===== config.mk =====
export PLATFORM = sky130hd
export DESIGN_NAME = heater_adc_sampler_soft_pwm
export DESIGN_NICKNAME = d
export VERILOG_FILES = /design/src/design/hasp_pkg.sv /design/src/design/hasp_sampler.sv /design/src/design/hasp_pwm.sv /design/src/design/heater_adc_sampler_soft_pwm.sv
export SDC_FILE = /design/constraint.sdc
export NUM_CORES = 1
export LEC_CHECK = 0
export BUFFER_PORTS_ARGS = -buffer_cell sky130_fd_sc_hd__buf_2
export CORE_AREA = 2 2 108 110
export DETAILED_ROUTE_END_ITERATION = 10
export DIE_AREA = 0 0 110 112
export HOLD_SLACK_MARGIN = 0.12
export PLACE_DENSITY = 0.76
export SLEW_MARGIN = 30
export SYNTH_ARGS = -nofsm -noshare
export SYNTH_HDL_FRONTEND = slang
export SYNTH_HIERARCHICAL = 1
export SYNTH_SLANG_ARGS = --single-unit

===== constraint.sdc =====
create_clock -name clk -period 5.2 [get_ports clk]
set_clock_uncertainty 0.2 [all_clocks]
set_input_delay 0.52 -clock clk [delete_from_list [all_inputs] [get_ports clk]]
set_output_delay 0.52 -clock clk [all_outputs]
set_load 0.02 [all_outputs]

===== src/design/hasp_pkg.sv =====
`default_nettype none
package hasp_pkg;

  localparam int unsigned OVERSAMPLE    = 16;
  localparam int unsigned AVERAGE_DEPTH = 32;
  localparam int unsigned PWM_DIVIDE    = 8;
  localparam int unsigned SAMPLE_BITS   = 10;

  localparam int unsigned ADC_W  = 10;
  localparam int unsigned DUTY_W = 8;
  localparam int unsigned AVG_W  = 14;
  localparam int unsigned SUM_W  = 19;
  localparam int unsigned TICK_W = (PWM_DIVIDE > 1) ? $clog2(PWM_DIVIDE) : 1;

  localparam int unsigned IN_DATA_W  = 32;
  localparam int unsigned OUT_DATA_W = 40;

  // Sequencer phase codes.
  localparam logic [1:0] PH_START_HOT = 2'd0;
  localparam logic [1:0] PH_READ_HOT  = 2'd1;
  localparam logic [1:0] PH_START_BED = 2'd2;
  localparam logic [1:0] PH_READ_BED  = 2'd3;

  typedef struct packed {
    logic             conv_start;
    logic             conv_channel;
    logic             averages_valid;
    logic [AVG_W-1:0] hotend_average;
    logic [AVG_W-1:0] bed_average;
  } samp_res_t;

  typedef struct packed {
    logic hotend_heater_on;
    logic bed_heater_on;
  } pins_t;

endpackage
`default_nettype wire


===== src/design/hasp_sampler.sv =====
`default_nettype none
module hasp_sampler (
  input  wire logic                      clk,
  input  wire logic                      rst_n,
  input  wire logic                      advance,
  input  wire logic [hasp_pkg::ADC_W-1:0] adc_sample,
  output hasp_pkg::samp_res_t            res
);
  import hasp_pkg::*;

  logic [1:0]       phase_r, phase_nxt;
  logic [SUM_W-1:0] hot_sum_r, hot_sum_nxt;
  logic [SUM_W-1:0] bed_sum_r, bed_sum_nxt;
  logic [SUM_W-1:0] folded;
  logic [SUM_W:0]   scaled;

  // Exponential running sum: sum - sum/depth + sample*oversample.
  // The sum settles at depth times the scaled sample, so it always fits.
  function automatic logic [SUM_W-1:0] fold(input logic [SUM_W-1:0] sum,
                                            input logic [SUM_W:0]   add);
    logic [SUM_W:0] s;
    s = {1'b0, sum};
    return SUM_W'(s - (SUM_W+1)'(s / AVERAGE_DEPTH) + add);
  endfunction

  always_comb begin
    scaled = (SUM_W+1)'({{(SUM_W+1-SAMPLE_BITS){1'b0}},
                         adc_sample[SAMPLE_BITS-1:0]} * OVERSAMPLE);
    folded = fold((phase_r == PH_READ_HOT) ? hot_sum_r : bed_sum_r, scaled);
  end

  always_comb begin
    phase_nxt   = phase_r + 2'd1;
    hot_sum_nxt = hot_sum_r;
    bed_sum_nxt = bed_sum_r;
    res         = '0;
    unique case (phase_r)
      PH_START_HOT: begin
        res.conv_start = 1'b1;
      end
      PH_READ_HOT: begin
        hot_sum_nxt = folded;
      end
      PH_START_BED: begin
        res.conv_start   = 1'b1;
        res.conv_channel = 1'b1;
      end
      PH_READ_BED: begin
        bed_sum_nxt        = folded;
        res.averages_valid = 1'b1;
        res.hotend_average = AVG_W'(hot_sum_r / AVERAGE_DEPTH);
        res.bed_average    = AVG_W'(folded / AVERAGE_DEPTH);
      end
      default: begin
        phase_nxt = PH_START_HOT;
      end
    endcase
  end

  always_ff @(posedge clk) begin
    if (!rst_n) begin
      phase_r   <= PH_START_HOT;
      hot_sum_r <= '0;
      bed_sum_r <= '0;
    end else if (advance) begin
      phase_r   <= phase_nxt;
      hot_sum_r <= hot_sum_nxt;
      bed_sum_r <= bed_sum_nxt;
    end
  end

endmodule
`default_nettype wire


===== src/design/hasp_pwm.sv =====
`default_nettype none
module hasp_pwm (
  input  wire logic                       clk,
  input  wire logic                       rst_n,
  input  wire logic                       advance,
  input  wire logic [hasp_pkg::DUTY_W-1:0] hotend_duty,
  input  wire logic [hasp_pkg::DUTY_W-1:0] bed_duty,
  output hasp_pkg::pins_t                 pins
);
  import hasp_pkg::*;

  logic [TICK_W-1:0] tick_r, tick_nxt;
  logic [7:0]        pwm_r, pwm_nxt;
  pins_t             pins_r, pins_nxt;
  logic              update;

  always_comb begin
    update   = (tick_r == TICK_W'(PWM_DIVIDE - 1));
    tick_nxt = update ? '0 : tick_r + TICK_W'(1);
    pwm_nxt  = pwm_r;
    pins_nxt = pins_r;
    if (update) begin
      pins_nxt.hotend_heater_on = (hotend_duty != '0) && (pwm_r <= hotend_duty);
      pins_nxt.bed_heater_on    = (bed_duty != '0) && (pwm_r <= bed_duty);
      pwm_nxt                   = pwm_r + 8'd1;
    end
    // The result carries the pin levels after this tick.
    pins = pins_nxt;
  end

  always_ff @(posedge clk) begin
    if (!rst_n) begin
      tick_r <= '0;
      pwm_r  <= '0;
      pins_r <= '0;
    end else if (advance) begin
      tick_r <= tick_nxt;
      pwm_r  <= pwm_nxt;
      pins_r <= pins_nxt;
    end
  end

endmodule
`default_nettype wire


===== src/design/heater_adc_sampler_soft_pwm.sv =====
`default_nettype none
// Throughput: one word per cycle while out_tready is high or the output is empty.
// The state update is a single add/subtract and a pair of compares, done between
// the sequencer state and output register; a result shows the cycle after accept.
// Reset (rst_n low, synchronous): sequencer at the hotend start phase, sums,
// PWM divider, counter and pins cleared, output register empty.
module heater_adc_sampler_soft_pwm (
  input  wire logic                              clk,
  input  wire logic                              rst_n,
  input  wire logic                              in_tvalid,
  output      logic                              in_tready,
  // adc_sample[9:0], hotend_duty[17:10], bed_duty[25:18], zero fill above
  input  wire logic [hasp_pkg::IN_DATA_W-1:0]    in_tdata,
  output      logic                              out_tvalid,
  input  wire logic                              out_tready,
  // conv_start[0], conv_channel[1], hotend_heater_on[2], bed_heater_on[3],
  // averages_valid[4], hotend_average[18:5], bed_average[32:19], zero fill above
  output      logic [hasp_pkg::OUT_DATA_W-1:0]   out_tdata
);
  import hasp_pkg::*;

  logic                      accept;
  samp_res_t                 samp;
  pins_t                     pins;
  logic                      out_valid_r;
  logic [OUT_DATA_W-1:0]     out_data_r, out_data_nxt;

  assign in_tready = !out_valid_r || out_tready;
  assign accept    = in_tvalid && in_tready;

  hasp_sampler u_sampler (
    .clk        (clk),
    .rst_n      (rst_n),
    .advance    (accept),
    .adc_sample (in_tdata[ADC_W-1:0]),
    .res        (samp)
  );

  hasp_pwm u_pwm (
    .clk         (clk),
    .rst_n       (rst_n),
    .advance     (accept),
    .hotend_duty (in_tdata[ADC_W +: DUTY_W]),
    .bed_duty    (in_tdata[ADC_W+DUTY_W +: DUTY_W]),
    .pins        (pins)
  );

  assign out_data_nxt = {7'd0, samp.bed_average, samp.hotend_average,
                         samp.averages_valid, pins.bed_heater_on,
                         pins.hotend_heater_on, samp.conv_channel, samp.conv_start};

  always_ff @(posedge clk) begin
    if (!rst_n) begin
      out_valid_r <= 1'b0;
    end else if (in_tready) begin
      out_valid_r <= in_tvalid;
    end
  end

  always_ff @(posedge clk) begin
    if (accept) begin
      out_data_r <= out_data_nxt;
    end
  end

  assign out_tvalid = out_valid_r;
  assign out_tdata  = out_data_r;

endmodule
`default_nettype wire

==> metrics.txt, run 1 <==
layout cells sized above 1 16.1%; #FFs+latches synth 87; GPL Wtd Cong 0.941; setup_tns 0 ns; WL met1 5720 um; Post-Syn Area 5420 um^2; Setup CP Type reg -> reg; routed wire length 12400 um; CP Data Required Time 5.07 ns; core area 11200 um^2; Final setup viols 0; NumNets Final 719; Clock transition at path regs 0.06 ns; total die area 12300 um^2; commonest non-fill, non-tap cell in the layout buf_2; sequential share of the synthesized area 38.3%; setup ws final 0.903 ns; Met3 Routed Length 741 um; Clock Latency Late Sink 0.34 ns; CP arrival 4.16 ns; Final HPWL DP 9000 um; Mean Syn Cell Area 9.35 um^2; Port Buffers 64; cells after synthesis 579; Hold WC Path Type in -> reg; initial core utilization 48.5%; CP endpoint kind flop; Tightest Pin Transition 0.868 ns; startpoint types flop; CTS tree done; Overflow after GRT 0; Max FO, Critical Path 10; final cycle utilization of the critical path 82.6%; post-CTS sizing 0; first-pass GRT wire length 19600 um; Rel. slew slack 42.0%; Vias 4376; clk sinks 87; Synth Flop Type dfxtp_1; DRC 0; iteration-0 DRC count of the detailed router 335; Fmax 233 MHz; GR Util All Layers 20.6%; ys async rst share 0%; number of buffers created by CTS 9; Place WS 0.919 ns; post-DR vias/cell 5.62; number of synthesized flops with an enable pin 33; fin util 54.3%; number of cell rows 39; Netlist cell types 63; largest net degree at the start of global routing 47; diodes inserted 0; initial antenna violation count 0; hold buffer count at cts 0; status finished, final reports clean; most frequent cells in the layout buf_2, dfxtp_1, nand2_1, inv_1, ha_1; Highest Signal Layer met4; number of warnings issued by yosys 6; max-cap violations 0; Root Driver clkbuf_16; DIE HEIGHT 112 um; met2 wire length 5730 um; I/O pins 78; unrepaired setup endpoints after global routing false; Slew Viols, Final 0; Placed Area 5780 um^2; P&R area growth vs syn 12.0%; P per Cell Area 292 nW/um^2; leak pwr 2.58 nW; Die X 110 um; fin area 6070 um^2; fin crit period 4.30 ns; TritonRoute pass-1 iters 5; vias in the first global route 4137; Peak VDD IR 0.148 mV; setup bufs post-CTS 0; Clock Path Buffers 2; Hold Vio Cnt, Final 0; H-tree depth 3; DR WL/cell 16.0 um; antenna violation net count after detailed routing 0
-- cells by family after synthesis --
group / after synthesis / synth area share (%)
AO/OA/AOI/OAI: 112 / 14.0
XOR/XNOR: 22 / 3.56
adder cells (fa/ha/maj): 55 / 13.9
buffers and inverters: 77 / 6.24
flip-flops: 87 / 38.3
multiplexers: 29 / 5.82
other: 1 / 0.0692
AND/OR/NAND/NOR: 196 / 18.2
-- layout make-up --
cell class,instances,area (um^2)
tap,143,179
fill,963,5110
timing repair buffer,66,335
multi-input combinational,421,3030
clock inverter,4,47.5
sequential,87,2070
inverter,45,169
clock buffer,12,236
-- synth_stat cells, drive strengths merged, types with 5 or more instances --
| cell | instances | share of area (%) |
|---|---|---|
| a211oi | 9 | 1.2 |
| a21o | 9 | 1.2 |
| a21oi | 32 | 3.2 |
| a31oi | 7 | 0.92 |
| and2 | 24 | 2.8 |
| and3 | 6 | 0.69 |
| buf | 14 | 1.9 |
| clkbuf | 18 | 1.2 |
| dfxtp | 54 | 20 |
| edfxtp | 33 | 18 |
| fa | 9 | 3.3 |
| ha | 44 | 10 |
| inv | 45 | 3.1 |
| mux2 | 10 | 2.1 |
| mux2i | 19 | 3.7 |
| nand2 | 49 | 3.4 |
| nand2b | 6 | 0.83 |
| nand3 | 27 | 2.6 |
| nand4 | 13 | 1.5 |
| nor2 | 41 | 2.8 |
| nor2b | 8 | 0.92 |
| nor3 | 7 | 0.65 |
| o21a | 9 | 1.2 |
| o21ai | 21 | 1.9 |
| or3 | 5 | 0.58 |
| xnor2 | 16 | 2.6 |
| xor2 | 6 | 0.97 |
-- metrics by stage --
step	instances	power (mW)	hold WS (ns)
after floorplan	585	1.06	0.233
after global placement	762	1.13	0.239
after detailed placement	762	1.14	0.250
after CTS	778	1.77	0.229
after global routing	778	1.85	0.231
final	778	1.77	0.236
-- flip-flops by register name (all words and copies together), names as in the netlist --
name,count
out_tdata,33
u_sampler/hot_sum_r,19
u_sampler/phase_r,2
u_pwm/pins_r,2
u_sampler/bed_sum_r,19
u_pwm/pwm_r,8
u_pwm/tick_r,3
out_tvalid,1
-- routing by layer --
layer	GRT usage, %	up-vias
met1	27.8	2067
met5	0	-
met4	6.50	0
met3	4.45	22
met2	32.7	151
li1	-	2136
-- critical path, stage by stage, from the launching register on --
cell       delay (ns)
dfxtp_1          0.34
inv_1            0.10
ha_1             0.48
buf_4            0.28
mux2_2           0.39
ha_1             0.21
inv_1            0.06
ha_1             0.15
inv_1            0.05
fa_1             0.39
nor2b_1          0.16
o2111ai_1        0.14
a21oi_1          0.31
a21o_1           0.37
mux2i_1          0.31
nor3b_1          0.08
-- path summary, 6_finish.rpt --
path | startpoint | endpoint | slack, ns | cells after the start
worst max register to register | u_sampler/phase_r[1]$_SDFFE_PN0P_ | out_tdata[29]$_DFFE_PP_ | 0.90 | 15
worst min-delay path | in_tvalid | out_tvalid$_SDFFE_PN0P_ | 0.24 | 3
worst max-delay path | u_sampler/phase_r[1]$_SDFFE_PN0P_ | out_tdata[29]$_DFFE_PP_ | 0.90 | 15
worst min register to register | u_sampler/hot_sum_r[4]$_SDFFE_PN0P_ | u_sampler/hot_sum_r[4]$_SDFFE_PN0P_ | 0.26 | 2
-- power breakdown --
group	leakage, nW	internal [mW]	switching [mW]
combinational	1.68	0.141	0.242
clock	0.137	0.371	0.263
sequential	0.770	0.736	0.0154
total	2.58	1.25	0.520
Power figures use the tool's default switching activity.
==> run 2: changes to the inputs <==
ABC_AREA = 1   (was not set)
CORE_AREA = 2 2 110 112   (was 2 2 108 110)
DIE_AREA = 0 0 112 114   (was 0 0 110 112)
clock period = 3.99 ns   (was 5.2 ns; I/O delays follow)
==> run 2 against run 1 <==
Synthesized area grew 5.3%. Power grew 46%. Setup slack lost 0.76 ns. Sequential power grew 31%. Wire length shrank 0.93%. Global-route usage shrank 0.64 points. Die area grew 3.6%. Non-clock buffer count grew 8. Synthesized cell count grew 27%. Clock power grew 30%. Via count grew 8.7%.
==> metrics.txt, run 2 <==
largest net degree at the start of global routing 34 (-28%); vias in the first global route 4310 (+4.2%); buffers and inverters on the worst path 2 (-2); sequential share of the synthesized area 36.3% (-1.9 points); setup_tns 0 ns (unchanged); #FFs+latches synth 87 (unchanged); Placed Area 6190 um^2 (+7.0%); combinational share of power 29.7% (+8.0 points); GR Util All Layers 19.9% (-0.64 points); CP arrival 3.84 ns (-0.32 ns); Peak VDD IR 0.320 mV (+120%); Overflow after GRT 0 (unchanged); Met3 Routed Length 731 um (-1.3%); Synth Flop Type dfxtp_1; Yosys top cell area share 19.0% (-1.0 points); CTS tree done; DIE HEIGHT 114 um (+1.8%); max-cap violations 0 (unchanged); number of buffers created by CTS 9 (unchanged); most common cell in the netlist nand2_1; Final setup viols 0 (unchanged); hold_sp out_tready; Switching Share 33.0% (+3.6 points); hold buffer count at cts 0 (unchanged); initial antenna violation count 0 (unchanged); slowest stage delay, CP 0.67 ns (+0.19 ns); Cell Chain, Critical Path inv_1 > ha_1 > o21ai_0 > fa_1 > ha_1 > a21oi_1 > a21boi_0 > nand2_1 > xor2_1 > inv_1 > nor2_1; startpoint types flop; CP top delay family compound AO/OA/AOI/OAI gates; dpl cells 941 (+23%); FF-to-FF Start u_sampler/phase_r[1]$_SDFFE_PN0P_; NumNets Final 894 (+24%); number of warnings issued by yosys 6 (unchanged); Clock transition at path regs 0.06 ns (about the same); CP max-delay cell o21ai_0; H-tree depth 3 (unchanged); Worst R2R Path Depth 11 (-4); Die X 112 um (+1.8%); clk sinks 87 (unchanged); ys async rst share 0% (unchanged); diodes inserted 0 (unchanged); post-CTS sizing 0 (unchanged); Max FO, Critical Path 6 (-4); status finished, final reports clean; Clock Latency Late Sink 0.34 ns (about the same); CP endpoint kind flop; DR WL/cell 12.9 um (-19%); area of the multi-input gates 2950 um^2 (-2.5%); Sequential Area 2070 um^2 (unchanged); Tightest Pin Transition 0.869 ns (+0.00118 ns); Largest register FFs 33 (unchanged); top cells by count, synth nand2_1, inv_1, nor2_1; Clock Path Buffers 2 (unchanged); Fillers 1119 (+16%); fin crit period 3.84 ns (-0.455 ns); Worst path depth 11 (-4); beginning of the critical path u_sampler/phase_r[1]$_SDFFE_PN0P_; leak pwr 3.45 nW (+34%); most frequent cells in the layout nand2_1, inv_1, buf_2, nor2_1, dfxtp_1; sw power 0.851 mW (+64%); largest cells by area after synthesis dfxtp_1, edfxtp_1, ha_1; unrepaired setup endpoints after global routing false; antenna violation net count after detailed routing 0 (unchanged); dominant cell type by area after synthesis dfxtp_1; number of cell rows 40 (+2.6%); layout cells sized above 1 17.2% (+1.1 points); Clk network pwr share 32.1% (-3.8 points); post-DR vias/cell 4.97 (-12%); Vias 4756 (+8.7%); met2 wire length 5630 um (-1.7%); final cycle utilization of the critical path 96.3% (+14 points); Final HPWL DP 9550 um (+6.1%); Mean Syn Cell Area 7.73 um^2 (-17%); Flop pwr share 38.2% (-4.3 points); Setup CP Type reg -> reg; Root Driver clkbuf_16; fin area 6480 um^2 (+6.8%); core area 11700 um^2 (+4.8%); Fmax 260 MHz (+12%); routed wire length 12300 um (-0.93%); P per Cell Area 398 nW/um^2 (+37%); Hold Vio Cnt, Final 0 (unchanged); I/O pins 78 (unchanged); initial core utilization 48.7% (+0.22 points); total die area 12800 um^2 (+3.6%); iteration-0 DRC count of the detailed router 411 (+23%); Rel. slew slack 42.0% (about the same); Netlist cell types 45 (-29%); WL met1 5790 um (+1.2%); P&R area growth vs syn 13.7%; Post-Syn Area 5700 um^2 (+5.3%); Port Buffers 64 (unchanged); Pint 1.73 mW (+38%); first-pass GRT wire length 20300 um (+3.4%); Slew Viols, Final 0 (unchanged); WHS Path Cells 4 (+1); DRC 0 (unchanged); Highest Signal Layer met4; cells after synthesis 738 (+27%); Post-Layout Cell Count 957 (+23%); setup bufs post-CTS 0 (unchanged); Hold WC Path Type in -> reg; GPL Wtd Cong 0.885 (-5.9%); TritonRoute pass-1 iters 5 (unchanged); CP Data Required Time 3.99 ns (-1.08 ns); number of synthesized flops with an enable pin 33 (unchanged); commonest non-fill, non-tap cell in the layout nand2_1
run 2: cell types whose count changed in the layout (fill, tap and decap cells not counted), moves of 15 or more:
| cell | change |
|---|---|
| inv_1 | +101 |
| nand2_1 | +97 |
| and2_1 | -22 |
| a21oi_1 | +21 |
| nor2_1 | +16 |
| mux2i_1 | -15 |
run 2: worst paths after layout:
check / end / slack (ns)
max: out_tdata[27]$_DFFE_PP_ / 0.15
min: out_tvalid$_SDFFE_PN0P_ / 0.15
max reg2reg: out_tdata[27]$_DFFE_PP_ / 0.15
min reg2reg: u_pwm/pins_r[0]$_SDFFE_PN0P_ / 0.27
run 2: kinds of logic after synthesis:
family / share of synthesized area (%)
and+or+nand+nor: 25.0
buffers and inverters: 12.5
AOI/OAI and AO/OA: 11.3
DFF: 36.3
adders and majority gates: 12.8
xor gates and xnor gates: 1.54
muxes: 0.527
other: 0.0658
run 2: cell type report:
cell class                 count  share of cell area [%]
multi-input combinational    481                    45.6
sequential                    87                    32.0
inverter                     152                    8.84
timing repair buffer          74                    6.29
clock buffer                  12                    3.80
tap                          147                    2.84
clock inverter                 4                   0.714
run 2: power groups by stage:
stage | Sequential [mW] | Clock, mW | Combinational [mW]
detailed placement | 1.01 | 0 | 0.759
finish | 0.986 | 0.827 | 0.767
CTS | 0.987 | 0.842 | 0.763
global route | 0.990 | 0.879 | 0.862
global placement | 1.00 | 0 | 0.746
floorplan | 1.03 | 0 | 0.551
run 2: routing by layer:
layer / vias to the layer above / track usage [%]
li1: 2466 / -
met1: 2131 / 27.3
met2: 145 / 32.4
met3: 14 / 2.87
met4: 0 / 7.24
met5: - / 0
run 2: metrics by stage:
step           hold WS (ns)  power, mW  worst slack [ns]  util [%]
2_1_floorplan         0.238       1.58             0.524         -
3_3_place_gp          0.254       1.75             0.265      52.9
3_5_place_dp          0.256       1.76             0.208      52.9
4_1_cts               0.146       2.59             0.188      55.4
5_1_grt               0.168       2.73            0.0199      55.4
6_report              0.151       2.58             0.148      55.4
run 2: tightest hold or removal path, stage by stage:
cell and delay, ns:
buf_2 0.08, inv_2 0.05, nand2_2 0.07, a21oi_2 0.05
